`src/hdl/drp_pkg.sv`:
```
`default_nettype none

package drp_pkg;

  localparam int unsigned PosW            = 11;
  localparam int unsigned MaxMessageBytes = 1024;

  localparam logic [7:0] OpReply      = 8'd2;
  localparam logic [7:0] OptMsgType   = 8'd53;
  localparam logic [7:0] OptPad       = 8'd0;
  localparam logic [7:0] OptEnd       = 8'hff;
  localparam logic [7:0] KindOffer    = 8'd2;
  localparam logic [7:0] KindAck      = 8'd5;

  localparam logic [PosW-1:0] PosOp          = 11'd0;
  localparam logic [PosW-1:0] PosYiaddrFirst = 11'd16;
  localparam logic [PosW-1:0] PosYiaddrLast  = 11'd19;
  localparam logic [PosW-1:0] PosOptions     = 11'd240;

  localparam logic [1:0] PhType  = 2'd0;
  localparam logic [1:0] PhLen   = 2'd1;
  localparam logic [1:0] PhValue = 2'd2;
  localparam logic [1:0] PhDone  = 2'd3;

  typedef enum logic [1:0] {
    ActNone    = 2'd0,
    ActRequest = 2'd1,
    ActAcquire = 2'd2
  } action_e;

  typedef struct packed {
    action_e     action;
    logic [31:0] offered_address;
    logic [31:0] host_address;
    logic        address_valid;
  } result_t;

endpackage

`default_nettype wire

```
`src/hdl/drp_if.sv`:
```
`default_nettype none

interface drp_req_if;
  logic       valid;
  logic       ready;
  logic [7:0] data_byte;
  logic       last_byte;

  modport source (output valid, output data_byte, output last_byte, input ready);
  modport sink   (input valid, input data_byte, input last_byte, output ready);
endinterface

interface drp_res_if;
  logic        valid;
  logic        ready;
  logic [1:0]  action;
  logic [31:0] offered_address;
  logic [31:0] host_address;
  logic        address_valid;

  modport source (output valid, output action, output offered_address,
                  output host_address, output address_valid, input ready);
  modport sink   (input valid, input action, input offered_address,
                  input host_address, input address_valid, output ready);
endinterface

`default_nettype wire

```
`src/hdl/drp_parse.sv`:
```
`default_nettype none

module drp_parse import drp_pkg::*; #(
  parameter int unsigned MAX_MESSAGE_BYTES = MaxMessageBytes
) (
  input  wire logic       clk_i,
  input  wire logic       rst_ni,
  input  wire logic       step_i,
  input  wire logic [7:0] data_byte_i,
  input  wire logic       last_byte_i,
  output result_t         result_o
);

  localparam logic [PosW-1:0] PosLimit = PosW'(MAX_MESSAGE_BYTES);

  logic [PosW-1:0] pos_q, pos_d;
  logic            reply_q, reply_d;
  logic [31:0]     offer_q, offer_d;
  logic [1:0]      phase_q, phase_d;
  logic [7:0]      rem_q, rem_d;
  logic            in_type_q, in_type_d;
  logic [7:0]      kind_q, kind_d;
  logic            found_q, found_d;
  logic [31:0]     lease_addr_q, lease_addr_d;
  logic            lease_valid_q, lease_valid_d;
  logic [7:0]      rem_dec;
  action_e         action;

  assign rem_dec = rem_q - 8'd1;

  always_comb begin
    pos_d         = pos_q;
    reply_d       = reply_q;
    offer_d       = offer_q;
    phase_d       = phase_q;
    rem_d         = rem_q;
    in_type_d     = in_type_q;
    kind_d        = kind_q;
    found_d       = found_q;
    lease_addr_d  = lease_addr_q;
    lease_valid_d = lease_valid_q;
    action        = ActNone;

    if (pos_q < PosLimit) begin
      pos_d = pos_q + 1'b1;
      if (pos_q == PosOp) begin
        reply_d = (data_byte_i == OpReply);
      end else if (pos_q >= PosYiaddrFirst && pos_q <= PosYiaddrLast) begin
        offer_d = {offer_q[23:0], data_byte_i};
      end else if (pos_q >= PosOptions) begin
        unique case (phase_q)
          PhType: begin
            if (data_byte_i == OptEnd) begin
              phase_d = PhDone;
            end else if (data_byte_i != OptPad) begin
              in_type_d = (data_byte_i == OptMsgType) && !found_q;
              phase_d   = PhLen;
            end
          end
          PhLen: begin
            rem_d   = data_byte_i;
            phase_d = (data_byte_i == 8'd0) ? PhType : PhValue;
          end
          PhValue: begin
            if (in_type_q) begin
              kind_d    = data_byte_i;
              found_d   = 1'b1;
              in_type_d = 1'b0;
            end
            rem_d = rem_dec;
            if (rem_dec == 8'd0) begin
              phase_d = PhType;
            end
          end
          default: begin
          end
        endcase
      end
    end

    if (last_byte_i && reply_d && found_d) begin
      if (kind_d == KindOffer) begin
        action = ActRequest;
      end else if (kind_d == KindAck) begin
        lease_addr_d  = offer_d;
        lease_valid_d = 1'b1;
        action        = ActAcquire;
      end
    end

    result_o.action          = action;
    result_o.offered_address = offer_d;
    result_o.host_address    = lease_addr_d;
    result_o.address_valid   = lease_valid_d;

    // The message is over; only the lease survives it.
    if (last_byte_i) begin
      pos_d     = '0;
      reply_d   = 1'b0;
      offer_d   = '0;
      phase_d   = PhType;
      rem_d     = '0;
      in_type_d = 1'b0;
      kind_d    = '0;
      found_d   = 1'b0;
    end
  end

  always_ff @(posedge clk_i or negedge rst_ni) begin
    if (!rst_ni) begin
      pos_q         <= '0;
      reply_q       <= 1'b0;
      offer_q       <= '0;
      phase_q       <= PhType;
      rem_q         <= '0;
      in_type_q     <= 1'b0;
      kind_q        <= '0;
      found_q       <= 1'b0;
      lease_addr_q  <= '0;
      lease_valid_q <= 1'b0;
    end else if (step_i) begin
      pos_q         <= pos_d;
      reply_q       <= reply_d;
      offer_q       <= offer_d;
      phase_q       <= phase_d;
      rem_q         <= rem_d;
      in_type_q     <= in_type_d;
      kind_q        <= kind_d;
      found_q       <= found_d;
      lease_addr_q  <= lease_addr_d;
      lease_valid_q <= lease_valid_d;
    end
  end

endmodule

`default_nettype wire

```
`src/hdl/dhcp_reply_handler.sv`:
```
// Receive-side DHCP client logic. The block takes a message one byte per request on req_i,
// with last_byte marking the final byte, and produces one result on res_o for each message:
// action 1 asks for a request of the offered address, action 2 reports that an acknowledge
// stored the offered address as the host address, and 0 means no action. A byte passes
// through an input register and a single update of the parse state, so the block sustains
// one byte per cycle; the result of a final byte is written to the output register, where it
// is held until res_o.ready takes it. Only a final byte whose result finds the output
// register still occupied holds the input back.
`default_nettype none

module dhcp_reply_handler import drp_pkg::*; #(
  parameter int unsigned MAX_MESSAGE_BYTES = MaxMessageBytes
) (
  input  wire logic clk_i,
  input  wire logic rst_ni,
  drp_req_if.sink   req_i,
  drp_res_if.source res_o
);

  logic       in_valid_q;
  logic [7:0] in_byte_q;
  logic       in_last_q;
  logic       out_valid_q;
  result_t    out_res_q;
  result_t    res_next;
  logic       out_free;
  logic       step;
  logic       accept;

  assign out_free    = !out_valid_q || res_o.ready;
  assign step        = in_valid_q && (!in_last_q || out_free);
  assign req_i.ready = !in_valid_q || step;
  assign accept      = req_i.valid && req_i.ready;

  drp_parse #(
    .MAX_MESSAGE_BYTES(MAX_MESSAGE_BYTES)
  ) u_parse (
    .clk_i      (clk_i),
    .rst_ni     (rst_ni),
    .step_i     (step),
    .data_byte_i(in_byte_q),
    .last_byte_i(in_last_q),
    .result_o   (res_next)
  );

  always_ff @(posedge clk_i or negedge rst_ni) begin
    if (!rst_ni) begin
      in_valid_q  <= 1'b0;
      out_valid_q <= 1'b0;
    end else begin
      if (accept) begin
        in_valid_q <= 1'b1;
      end else if (step) begin
        in_valid_q <= 1'b0;
      end
      if (step && in_last_q) begin
        out_valid_q <= 1'b1;
      end else if (res_o.ready) begin
        out_valid_q <= 1'b0;
      end
    end
  end

  always_ff @(posedge clk_i) begin
    if (accept) begin
      in_byte_q <= req_i.data_byte;
      in_last_q <= req_i.last_byte;
    end
    if (step && in_last_q) begin
      out_res_q <= res_next;
    end
  end

  assign res_o.valid           = out_valid_q;
  assign res_o.action          = out_res_q.action;
  assign res_o.offered_address = out_res_q.offered_address;
  assign res_o.host_address    = out_res_q.host_address;
  assign res_o.address_valid   = out_res_q.address_valid;

endmodule

`default_nettype wire

```
`src/flat_wrapper.sv`:
```
// flat-port wrapper written by rule: the top's interface ports become plain ports
module dhcp_reply_handler_flat import drp_pkg::*;
#(
  parameter int unsigned MAX_MESSAGE_BYTES = MaxMessageBytes
)
  (clk_i, rst_ni, req_i_valid, req_i_data_byte, req_i_last_byte, req_i_ready, res_o_valid, res_o_action, res_o_offered_address, res_o_host_address, res_o_address_valid, res_o_ready);
  drp_req_if req_i_i ();
  drp_res_if res_o_i ();
  input  wire logic clk_i;
  input  wire logic rst_ni;
  input wire logic [$bits(req_i_i.valid)-1:0] req_i_valid;
  input wire logic [$bits(req_i_i.data_byte)-1:0] req_i_data_byte;
  input wire logic [$bits(req_i_i.last_byte)-1:0] req_i_last_byte;
  output wire logic [$bits(req_i_i.ready)-1:0] req_i_ready;
  output wire logic [$bits(res_o_i.valid)-1:0] res_o_valid;
  output wire logic [$bits(res_o_i.action)-1:0] res_o_action;
  output wire logic [$bits(res_o_i.offered_address)-1:0] res_o_offered_address;
  output wire logic [$bits(res_o_i.host_address)-1:0] res_o_host_address;
  output wire logic [$bits(res_o_i.address_valid)-1:0] res_o_address_valid;
  input wire logic [$bits(res_o_i.ready)-1:0] res_o_ready;
  assign req_i_i.valid = req_i_valid;
  assign req_i_i.data_byte = req_i_data_byte;
  assign req_i_i.last_byte = req_i_last_byte;
  assign req_i_ready = req_i_i.ready;
  assign res_o_valid = res_o_i.valid;
  assign res_o_action = res_o_i.action;
  assign res_o_offered_address = res_o_i.offered_address;
  assign res_o_host_address = res_o_i.host_address;
  assign res_o_address_valid = res_o_i.address_valid;
  assign res_o_i.ready = res_o_ready;
  dhcp_reply_handler #(.MAX_MESSAGE_BYTES(MAX_MESSAGE_BYTES)) u_core (.clk_i(clk_i), .rst_ni(rst_ni), .req_i(req_i_i), .res_o(res_o_i));
endmodule
```
`config.mk`:
```
export PLATFORM = sky130hd
export DESIGN_NAME = dhcp_reply_handler_flat
export DESIGN_NICKNAME = d
export VERILOG_FILES = /design/src/hdl/drp_pkg.sv /design/src/hdl/drp_if.sv /design/src/hdl/drp_parse.sv /design/src/hdl/dhcp_reply_handler.sv /design/src/flat_wrapper.sv
export SDC_FILE = /design/constraint.sdc
export NUM_CORES = 1
export LEC_CHECK = 0
export ABC_CLOCK_PERIOD_IN_PS = 3800
export BUFFER_PORTS_ARGS = -buffer_cell sky130_fd_sc_hd__buf_2
export CAP_MARGIN = 15
export CORE_MARGIN = 2
export CORE_UTILIZATION = 30
export CTS_CLUSTER_SIZE = 10
export DETAILED_ROUTE_END_ITERATION = 12
export SLEW_MARGIN = 25
export SYNTH_ARGS = -nofsm -noshare
export SYNTH_HDL_FRONTEND = slang
export SYNTH_SLANG_ARGS = --single-unit
```
`constraint.sdc`:
```
create_clock -name clk_i -period 3.8 [get_ports clk_i]
set_input_delay 0 -clock clk_i [delete_from_list [all_inputs] [get_ports clk_i]]
set_output_delay 0 -clock clk_i [all_outputs]
set_load 0.005 [all_outputs]
```
Word level (Yosys, flattened, before mapping)
Index checks and enable logic that the tools add are counted.

cells by class
  add/sub/neg operators = 2
  order comparisons = 4
  equality and inequality tests = 13
  multiplexer cells = 59
  bitwise gates (word level) = 1
  reductions and logical operators = 31

operators by type and width
  kind                                                                     count
  32-bit 2-to-1 mux                                                        7
  8-bit 2-to-1 mux                                                         12
  1-bit 2-to-1 mux                                                         25
  11-bit 2-to-1 mux                                                        2
  2-bit 2-to-1 mux                                                         10
  8-bit by 2-bit == test with 1-bit output (second input constant)         2
  8-bit logical NOT                                                        2
  8-bit case mux with 2 select lines                                       1
  8-bit AND reduction                                                      2
  11-bit by 1-bit adder with 11-bit output (second input constant)         1
  11-bit by 5-bit >= comparator with 1-bit output (second input constant)  1
  11-bit by 8-bit >= comparator with 1-bit output (second input constant)  1
  11-bit by 5-bit <= comparator with 1-bit output (second input constant)  1
  11-bit logical NOT                                                       1
  11-bit less-than comparator (second input constant)                      1
  3-bit by 2-bit != test with 1-bit output (second input constant)         3
  8-bit by 3-bit == test with 1-bit output (second input constant)         1
  8-bit by 6-bit == test with 1-bit output (second input constant)         1
  8-bit == test (second input constant)                                    1
  2-bit nonzero test                                                       4
  8-bit nonzero test                                                       1
  8-bit by 1-bit subtractor with 8-bit output (second input constant)      1
  1-bit logical AND                                                        7
  2-bit case mux with 3 select lines                                       1
  14 further kinds                                                         21

word-level totals
  flip-flop bits (word level) = 175
  bits of input ports = 13
  output and inout bits = 69

Depth between registers and ports, before layout
Gate-level depths: netlist of the first run.

  word-level depth = 10
  gate-level depth with buffers = 9
  mapped depth without buffers = 8

Hierarchy
A second synthesis of the first run with hierarchy kept.

unflattened totals
  cell total of the unflattened synthesis = 541
  area total of the unflattened synthesis = 7,776.2 sq um

by module, submodules not included
  module              times used  cells an instance  area each (sq um)  sequential area each (sq um)
  drp_parse           1           455                5,376.4            2,427.3
  dhcp_reply_handler  1           86                 2,399.8            2,332.2

Worst setup path after synthesis of the first run
Ideal clock, no wire load.

  kind = reg-to-reg
  start = register u_core.in_last_q
  end = register u_core.u_parse.lease_addr_q[10]
  setup time = 0.125 ns
  arrival = 3.689 ns
  required time = 3.675 ns
  setup slack = -0.014 ns
  stages on the path, launching flop included = 8
  buffers on the path = 3
  cells stage by stage = edfxtp_1 nand3b_1 and3_1 clkbuf_1 and3_1 buf_6 buf_12 mux2_4

on the way
  word-level cells in the longest chain between the ends = 3
  elaborated cells on any way between the ends = 6
  classes of those cells = mux (1); reduce/logical (5)

RTL lines
  item                                                           line                                       text
  start, declared                                                dhcp_reply_handler.sv:22                   logic in_last_q;
  start signal, assigned                                         dhcp_reply_handler.sv:67                   in_last_q <= req_i.last_byte;
  1-bit logical AND / 1-bit logical NOT (equally long branches)  drp_parse.sv:81, dhcp_reply_handler.sv:31
  1-bit logical AND / 1-bit logical OR (equally long branches)   drp_parse.sv:81, dhcp_reply_handler.sv:31
  32-bit 2-to-1 mux / 1-bit logical AND (equally long branches)  drp_parse.sv:81, dhcp_reply_handler.sv:31
  end signal, assigned                                           drp_parse.sv:130                           lease_addr_q <= lease_addr_d;
  end, declared                                                  drp_parse.sv:24                            logic [31:0] lease_addr_q, lease_addr_d;

Several ways; a longest one is shown, not always the timed one.
A chain may end at the register's enable or synchronous reset.

Final worst setup path of the first run
  start = register u_core.u_parse.pos_q[2]
  end = register u_core.u_parse.lease_addr_q[0]

on the way
  word-level cells in the longest chain between the ends = 9
  elaborated cells on any way between the ends = 26
  classes of those cells = order compare (4); eq/ne (2); mux (16); reduce/logical (4)

RTL lines
  item                                                                     line                              text
  start, declared                                                          drp_parse.sv:16                   logic [PosW-1:0] pos_q, pos_d;
  start signal, assigned                                                   drp_parse.sv:122                  pos_q <= pos_d;
  11-bit by 8-bit >= comparator with 1-bit output (tied with other cells)  drp_parse.sv:50                   end else if (pos_q >= PosOptions) begin
  8-bit 2-to-1 mux / 1-bit logical AND (equally long branches)             drp_parse.sv:50, drp_parse.sv:48
  8-bit 2-to-1 mux                                                         drp_parse.sv:48                   end else if (pos_q >= PosYiaddrFirst && pos_q <= PosYiaddrLast) begin
  8-bit 2-to-1 mux                                                         drp_parse.sv:46                   if (pos_q == PosOp) begin
  8-bit 2-to-1 mux                                                         drp_parse.sv:44                   if (pos_q < PosLimit) begin
  8-bit by 3-bit == test with 1-bit output                                 drp_parse.sv:84                   end else if (kind_d == KindAck) begin
  32-bit 2-to-1 mux                                                        drp_parse.sv:84
  32-bit 2-to-1 mux                                                        drp_parse.sv:82                   if (kind_d == KindOffer) begin
  32-bit 2-to-1 mux *                                                      drp_parse.sv:81                   if (last_byte_i && reply_d && found_d) begin

Every way passes the cells marked *; elsewhere a longest branch is shown, timed or not.

==> results.ini, run 1 <==
[status]
outcome=completed

[placement]
gp_congestion=0.8464
place_area_um2=8633
port_buffers=81
post-dp-hpwl_um=10640
place_ws_ns=1.022

[floorplanning]
die_w_um=165.9
coreArea_um2=25910
rows=59
die_y_um=165.9
io_pins=82
start_util_pct=30.34
dieArea_um2=27520

[clock_network]
clk_pin_slew_ns=0.08
cts_sinks=175
clk_latency_ns=0.43
cts_tree=built
cts-resized-gates=0
cts-root-buf=clkbuf_16
htreeDepth=4
cts_max_path_buffers=2
cts_buffers=17

[sta]
max_slew_margin_pct=53.69
fin_ws_ns=1.034
setup_violations=0
fmax_mhz=361.6
setup_tns_ns=0
tightest_slew_ns=0.6947
final_max_slew_viol_count=0
rsz0062_at_grt=false
timing.final.crit_period_ns=2.766
fin_crit_sh_pct=72.78
fin_skew_ns=0.01071
finalHoldViolCount=0

[finish]
layout_commonest_cell=dfrtp_1
area_growth_pct=19.11
drive_above_1_share_pct=35.48
fillers=2481
mostFrequentLayoutCells=99 x dfrtp_1, 80 x buf_2, 76 x edfxtp_1
regArea_um2=4760
multi_input_area_um2=2882
antenna_cells=0
fin_area_um2=9365
fin_nets=675

[yosys]
synth_area_per_cell_um2=14.19
synth_fp_nets=574
synth.distinct_cells=58
synthTopCellsByArea=dfrtp_1 32%, edfxtp_1 29%, mux2_4 9.4%, mux2_2 5.7%, a22o_1 3.0%
synth_flop_cell=dfrtp_1
synth_area_um2=7863
synthCells=554
yosysTopAreaCell=dfrtp_1
synth.yosys.warnings=0
synth_top_area_share_pct=31.51
synth-edff-count=76
synth_seq_area_share_pct=60.53
synth_seq_cells=175
async_flop_share_pct=56.57

[critical_path]
cp_max_fo=19
crit_arrival_ns=3.07
startpoint_type=flip-flop
critPathTopFamily=simple AND/OR/NAND/NOR gates
path_buf_inv=1
r2r_cells=7
crit_path_end_kind=flip-flop
crit_required_ns=4.11
max_stage_delay_ns=0.54
cp_num_cells=7
crit_type=reg2reg
cp_slowest_cell=or4_4
path_cells=or4_4 -> nor4b_2 -> nand2_2 -> a22oi_4 -> and3_2 -> buf_4 -> mux2_2
ff2ff_setup_slack_ns=1.03

[drt]
dr.first_iter.drc_count=424
dr.pass1.iters=8
drc_errors=0
vias=4839
ant_nets=0
via_per_inst=4.825
wl_per_cell_um=16.27
drt_wl_total_um=16320

[power_and_ir_drop]
power_density_nw_per_um2=447.4
intPower_w=0.003071
netSwitchingFraction_pct=26.71
power_frac_comb_pct=8.6
clkPwrFrac_pct=41.2
p_seq_share_pct=50.2
leakage_nw=4.095
netSwitchingPower_w=0.001119
vdd_drop_max_v=0.0002729

[grt]
first_global_vias=4775
gr-usage-all-layers_pct=12.19
grt-ovfl-total=0
grt_max_degree=72
grt_antenna_before_repair=0
grt_pass1_wl_um=26820

[hold_path]
hold_class=in2async

[flow_run]
drv_cap=0

## metrics by stage
step           util, %  cells  hold slack (ns)  total power [W]
2_1_floorplan        -    554          -0.2956         0.002352
3_3_place_gp     33.32    958           0.1769         0.002485
3_5_place_dp     33.32    958           0.1781         0.002491
4_1_cts          36.13   1003           0.2556         0.004238
5_1_grt          36.14   1003           0.2306         0.004370
6_report         36.14   1003           0.1624         0.004190
## final timing paths
check	startpoint	end
max in group asynchronous	rst_ni	u_core.u_parse.lease_addr_q[19]
worst min-delay path	rst_ni	u_core.u_parse.lease_addr_q[22]
worst max register to register	u_core.u_parse.pos_q[2]	u_core.u_parse.lease_addr_q[0]
worst max-delay path	u_core.u_parse.pos_q[2]	u_core.u_parse.lease_addr_q[0]
min in group clk_i	req_i_data_byte[0]	u_core.in_byte_q[0]
worst min register to register	u_core.u_parse.lease_valid_q	u_core.u_parse.lease_valid_q
## cell type report
class / instances / area share, %
multi-input combinational: 339 / 30.77
clock inverter: 15 / 1.844
clock buffer: 17 / 4.542
sequential: 175 / 50.82
inverter: 12 / 0.4810
timing repair buffer: 110 / 7.067
tap: 335 / 4.476
## repair_timing
action | 4_1_cts | 5_1_grt
setup buffers | 0 | 0
endpoints found under the hold margin | 81 | 0
hold buffers | 13 | 0
## synth_stat cells (2+ instances only)
master / number
dfrtp_1: 99
edfxtp_1: 76
mux2_4: 49
mux2_2: 40
nand2_1: 40
o21ai_0: 37
a22o_1: 27
a22oi_1: 18
clkbuf_1: 17
nor2_1: 16
inv_1: 12
a21oi_1: 8
mux2_1: 8
ha_1: 7
or3_1: 7
nand4_1: 6
o31ai_1: 6
and3_1: 4
buf_6: 4
nand2b_1: 4
nand3_1: 4
nand4b_1: 4
or2_2: 4
or4_1: 4
xor2_1: 4
buf_12: 3
buf_2: 3
nor4_1: 3
o311ai_0: 3
and2_1: 2
and3_2: 2
mux2i_1: 2
nand3b_1: 2
nor3_1: 2
nor3b_1: 2
o21ai_1: 2
xnor2_1: 2
## metal layers
| layer | share of wire [%] | up-vias | wire [um] | GRT usage, % |
|---|---|---|---|---|
| met5 | 0 | - | 0 | 0 |
| met4 | 0.66 | 0 | 108 | 2.495 |
| li1 | - | 2302 | - | - |
| met3 | 5.5 | 10 | 899 | 3.384 |
| met2 | 44 | 121 | 7256 | 17.88 |
| met1 | 49 | 2406 | 8057 | 18.06 |
## state kept, by name (all words and copies together), names as in the netlist, 2 cells and up
register                      flops
u_core.res_o.offered_address     32
u_core.u_parse.pos_q             11
u_core.u_parse.rem_q              8
u_core.res_o.action               2
u_core.u_parse.lease_addr_q      32
u_core.in_byte_q                  8
u_core.u_parse.offer_q           32
u_core.u_parse.phase_q            2
u_core.res_o.host_address        32
u_core.u_parse.kind_q             8
## power groups by stage
stage	clock, W	combinational (W)	sequential, W
global placement	0	0.000344	0.00214
CTS	0.00177	0.000362	0.00210
global route	0.00185	0.000408	0.00211
floorplan	0	0.000223	0.00213
detailed placement	0	0.000349	0.00214
finish	0.00173	0.000359	0.00210
## worst reg2reg max path, delay by kind of cell (launching register included)
family | cells | cell delay [ns]
AND/OR/NAND/NOR | 4 | 1.27
flip-flops | 1 | 0.45
multiplexers | 1 | 0.38
buffers and inverters | 1 | 0.32
AO/OA/AOI/OAI | 1 | 0.23
## cell families after synthesis
kind of cell / after synthesis / share of synthesized area (%)
AOI/OAI and AO/OA: 113 / 10.28
xor gates and xnor gates: 6 / 0.6684
adders and majority gates: 7 / 1.114
buffers and inverters: 40 / 2.976
DFF: 175 / 60.53
muxes: 99 / 16.49
and+or+nand+nor: 114 / 7.941
Note: power is estimated with default switching activity, not from simulation.
==> run 2: changes to the inputs <==
--- a/config.mk
+++ b/config.mk
@@ -5,7 +5,7 @@
 export SDC_FILE = /design/constraint.sdc
 export NUM_CORES = 1
 export LEC_CHECK = 0
-export ABC_CLOCK_PERIOD_IN_PS = 3800
+export ABC_CLOCK_PERIOD_IN_PS = 2600
 export BUFFER_PORTS_ARGS = -buffer_cell sky130_fd_sc_hd__buf_2
 export CAP_MARGIN = 15
 export CORE_MARGIN = 2
==> constraint.sdc (replaced) <==
create_clock -name clk_i -period 2.6 [get_ports clk_i]
set_input_delay 0 -clock clk_i [delete_from_list [all_inputs] [get_ports clk_i]]
set_output_delay 0 -clock clk_i [all_outputs]
set_load 0.005 [all_outputs]
==> results.ini, run 2 (synthesis gave the netlist of run 1 again) <==
[status]
outcome=completed  ; unchanged

[floorplanning]
io_pins=82  ; unchanged
dieArea_um2=27520  ; unchanged
die_w_um=165.9  ; unchanged
rows=59  ; unchanged
coreArea_um2=25910  ; unchanged
die_y_um=165.9  ; unchanged
start_util_pct=30.34  ; unchanged

[drt]
ant_nets=0  ; unchanged
via_per_inst=4.830  ; was 4.825
dr.pass1.iters=5  ; was 8
drc_errors=0  ; unchanged
wl_per_cell_um=16.71  ; was 16.27 um
vias=4922  ; was 4,839
drt_wl_total_um=17030  ; was 16,320 um
dr.first_iter.drc_count=380  ; was 424

[hold_path]
hold_class=in2async  ; unchanged

[clock_network]
cts_max_path_buffers=2  ; unchanged
clk_pin_slew_ns=0.07  ; was 0.08 ns
clk_latency_ns=0.43  ; about the same
cts_sinks=175  ; unchanged
htreeDepth=4  ; unchanged
cts_buffers=17  ; unchanged
cts_tree=built  ; unchanged
cts-root-buf=clkbuf_16  ; unchanged

[sta]
final_max_slew_viol_count=0  ; unchanged
timing.final.crit_period_ns=2.593  ; was 2.766 ns
holdWs_ns=0.09138  ; was 0.1624 ns
fin_crit_sh_pct=99.74  ; was 72.78%
setup_tns_ns=0  ; unchanged
max_slew_margin_pct=50.63  ; was 53.69%
tightest_slew_ns=0.7378  ; was 0.6947 ns
finalHoldViolCount=0  ; unchanged
fin_skew_ns=0.01154  ; was 0.01071 ns
rsz0062_at_grt=true  ; was false
fmax_mhz=385.6  ; was 361.6 MHz
setup_violations=0  ; unchanged

[critical_path]
critPathTopFamily=simple AND/OR/NAND/NOR gates  ; unchanged
crit_type=reg2reg  ; unchanged
crit_required_ns=2.91  ; was 4.11 ns
startpoint_type=flip-flop  ; unchanged
path_buf_inv=1  ; unchanged
path_cells=or3b_2 -> nor4_1 -> nand2_2 -> a22oi_4 -> and3_4 -> buf_12 -> mux2_4  ; was or4_4 -> nor4b_2 -> nand2_2 -> a22oi_4 -> and3_2 -> buf_4 -> mux2_2
ff2ff_setup_slack_ns=0.007  ; was 1.03 ns
cp_slowest_cell=or3b_2  ; was or4_4
crit_arrival_ns=2.91  ; was 3.07 ns
cp_max_fo=13  ; was 19
max_stage_delay_ns=0.55  ; was 0.54 ns
crit_path_end_kind=flip-flop  ; unchanged

[finish]
multi_input_area_um2=2948  ; was 2882 um^2
stdcell_count=1019  ; was 1,003
area_growth_pct=22.49  ; was 19.11%
layout_commonest_cell=dfrtp_1  ; unchanged
fin_util_pct=37.17  ; was 36.14%
antenna_cells=0  ; unchanged
regArea_um2=4760  ; unchanged
drive_above_1_share_pct=38.30  ; was 35.48%
fillers=2438  ; was 2,481
mostFrequentLayoutCells=99 x dfrtp_1, 80 x buf_2, 76 x edfxtp_1  ; unchanged
fin_nets=691  ; was 675

[power_and_ir_drop]
clkPwrFrac_pct=40.3  ; was 41.2%
power_frac_comb_pct=9.3  ; was 8.6%
p_seq_share_pct=50.3  ; was 50.2%
netSwitchingPower_w=0.001589  ; was 0.001119 W
leakage_nw=4.233  ; was 4.095 nW
vdd_drop_max_v=0.0003981  ; was 0.0002729 V
power_density_nw_per_um2=631.3  ; was 447.4 nW/um^2
intPower_w=0.004490  ; was 0.003071 W
netSwitchingFraction_pct=26.14  ; was 26.71%

[placement]
port_buffers=81  ; unchanged
gp_congestion=0.8037  ; was 0.8464
post-dp-hpwl_um=11340  ; was 10,640 um
placed_cells=972  ; was 958

[grt]
gr-usage-all-layers_pct=12.76  ; was 12.19%
grt_max_degree=76  ; was 72
first_global_vias=5019  ; was 4,775
grt_pass1_wl_um=28020  ; was 26,820 um
grt-ovfl-total=0  ; unchanged
grt_antenna_before_repair=0  ; unchanged

[flow_run]
drv_cap=0  ; unchanged

-- run 2: changes by cell type in the layout (fill, tap and decap cells not counted), sizes merged --
cell / previous run / this run
buf: 97 / 111
clkbuf: 17 / 19
clkinv: 7 / 5
inv: 19 / 21
-- run 2: timing repair --
| item | CTS | global route |
|---|---|---|
| setup endpoints to repair | 36 | 65 |
| pin swaps | 0 | 2 |
| buffers inserted | 0 | 0 |
| endpoints found under the hold margin | 54 | 0 |
| gates resized for setup | 2 | 12 |
| gates cloned | 0 | 2 |
| hold buffers | 13 | 0 |
-- run 2: final timing paths --
path,from,to,cells past startpoint
max,u_core.in_byte_q[2],u_core.u_parse.lease_addr_q[16],7
max reg2reg,u_core.in_byte_q[2],u_core.u_parse.lease_addr_q[16],7
min in group clk_i,req_i_data_byte[6],u_core.in_byte_q[6],2
max in group asynchronous,rst_ni,u_core.u_parse.offer_q[28],3
min reg2reg,u_core.u_parse.lease_valid_q,u_core.u_parse.lease_valid_q,1
min,rst_ni,u_core.u_parse.lease_addr_q[22],2
-- run 2: layout make-up --
class | count | share of cell area (%)
flip-flops and latches | 175 | 49.42
multi-input cells | 339 | 30.61
repair buffers | 126 | 9.224
clock buffers | 17 | 4.417
well taps | 335 | 4.352
clock inverters | 15 | 1.507
inverters | 12 | 0.4677
-- run 2: power groups by stage --
stage	Clock (W)	Sequential (W)	Combinational [W]
2_1_floorplan	0	0.00311	0.000327
3_3_place_gp	0	0.00311	0.000541
3_5_place_dp	0	0.00312	0.000551
4_1_cts	0.00252	0.00306	0.000574
5_1_grt	0.00263	0.00307	0.000645
6_report	0.00245	0.00306	0.000568
-- run 2: worst reg2reg max path, stage by stage (launching register included) --
cell      delay [ns]
edfxtp_1        0.41
or3b_2          0.55
nor4_1          0.34
nand2_2         0.13
a22oi_4         0.24
and3_4          0.31
buf_12          0.19
mux2_4          0.32
-- run 2: through the flow --
| step | power [W] | setup slack, ns | area, um^2 |
|---|---|---|---|
| after floorplan | 0.003437 | 0.1341 | 7866 |
| after global routing | 0.006354 | -0.07793 | 9630 |
| after CTS | 0.006155 | 0.01010 | 9534 |
| after global placement | 0.003654 | 0.01242 | 8813 |
| final | 0.006079 | 0.006856 | 9630 |
| after detailed placement | 0.003667 | -0.03661 | 8821 |
-- run 2: metal layers --
metal	share of wire, %	global-route usage (%)	up-vias
met4	0.73	3.062	0
met2	47	19.97	110
met3	4.1	3.170	12
met5	0	0	-
li1	-	-	2333
met1	48	17.86	2467
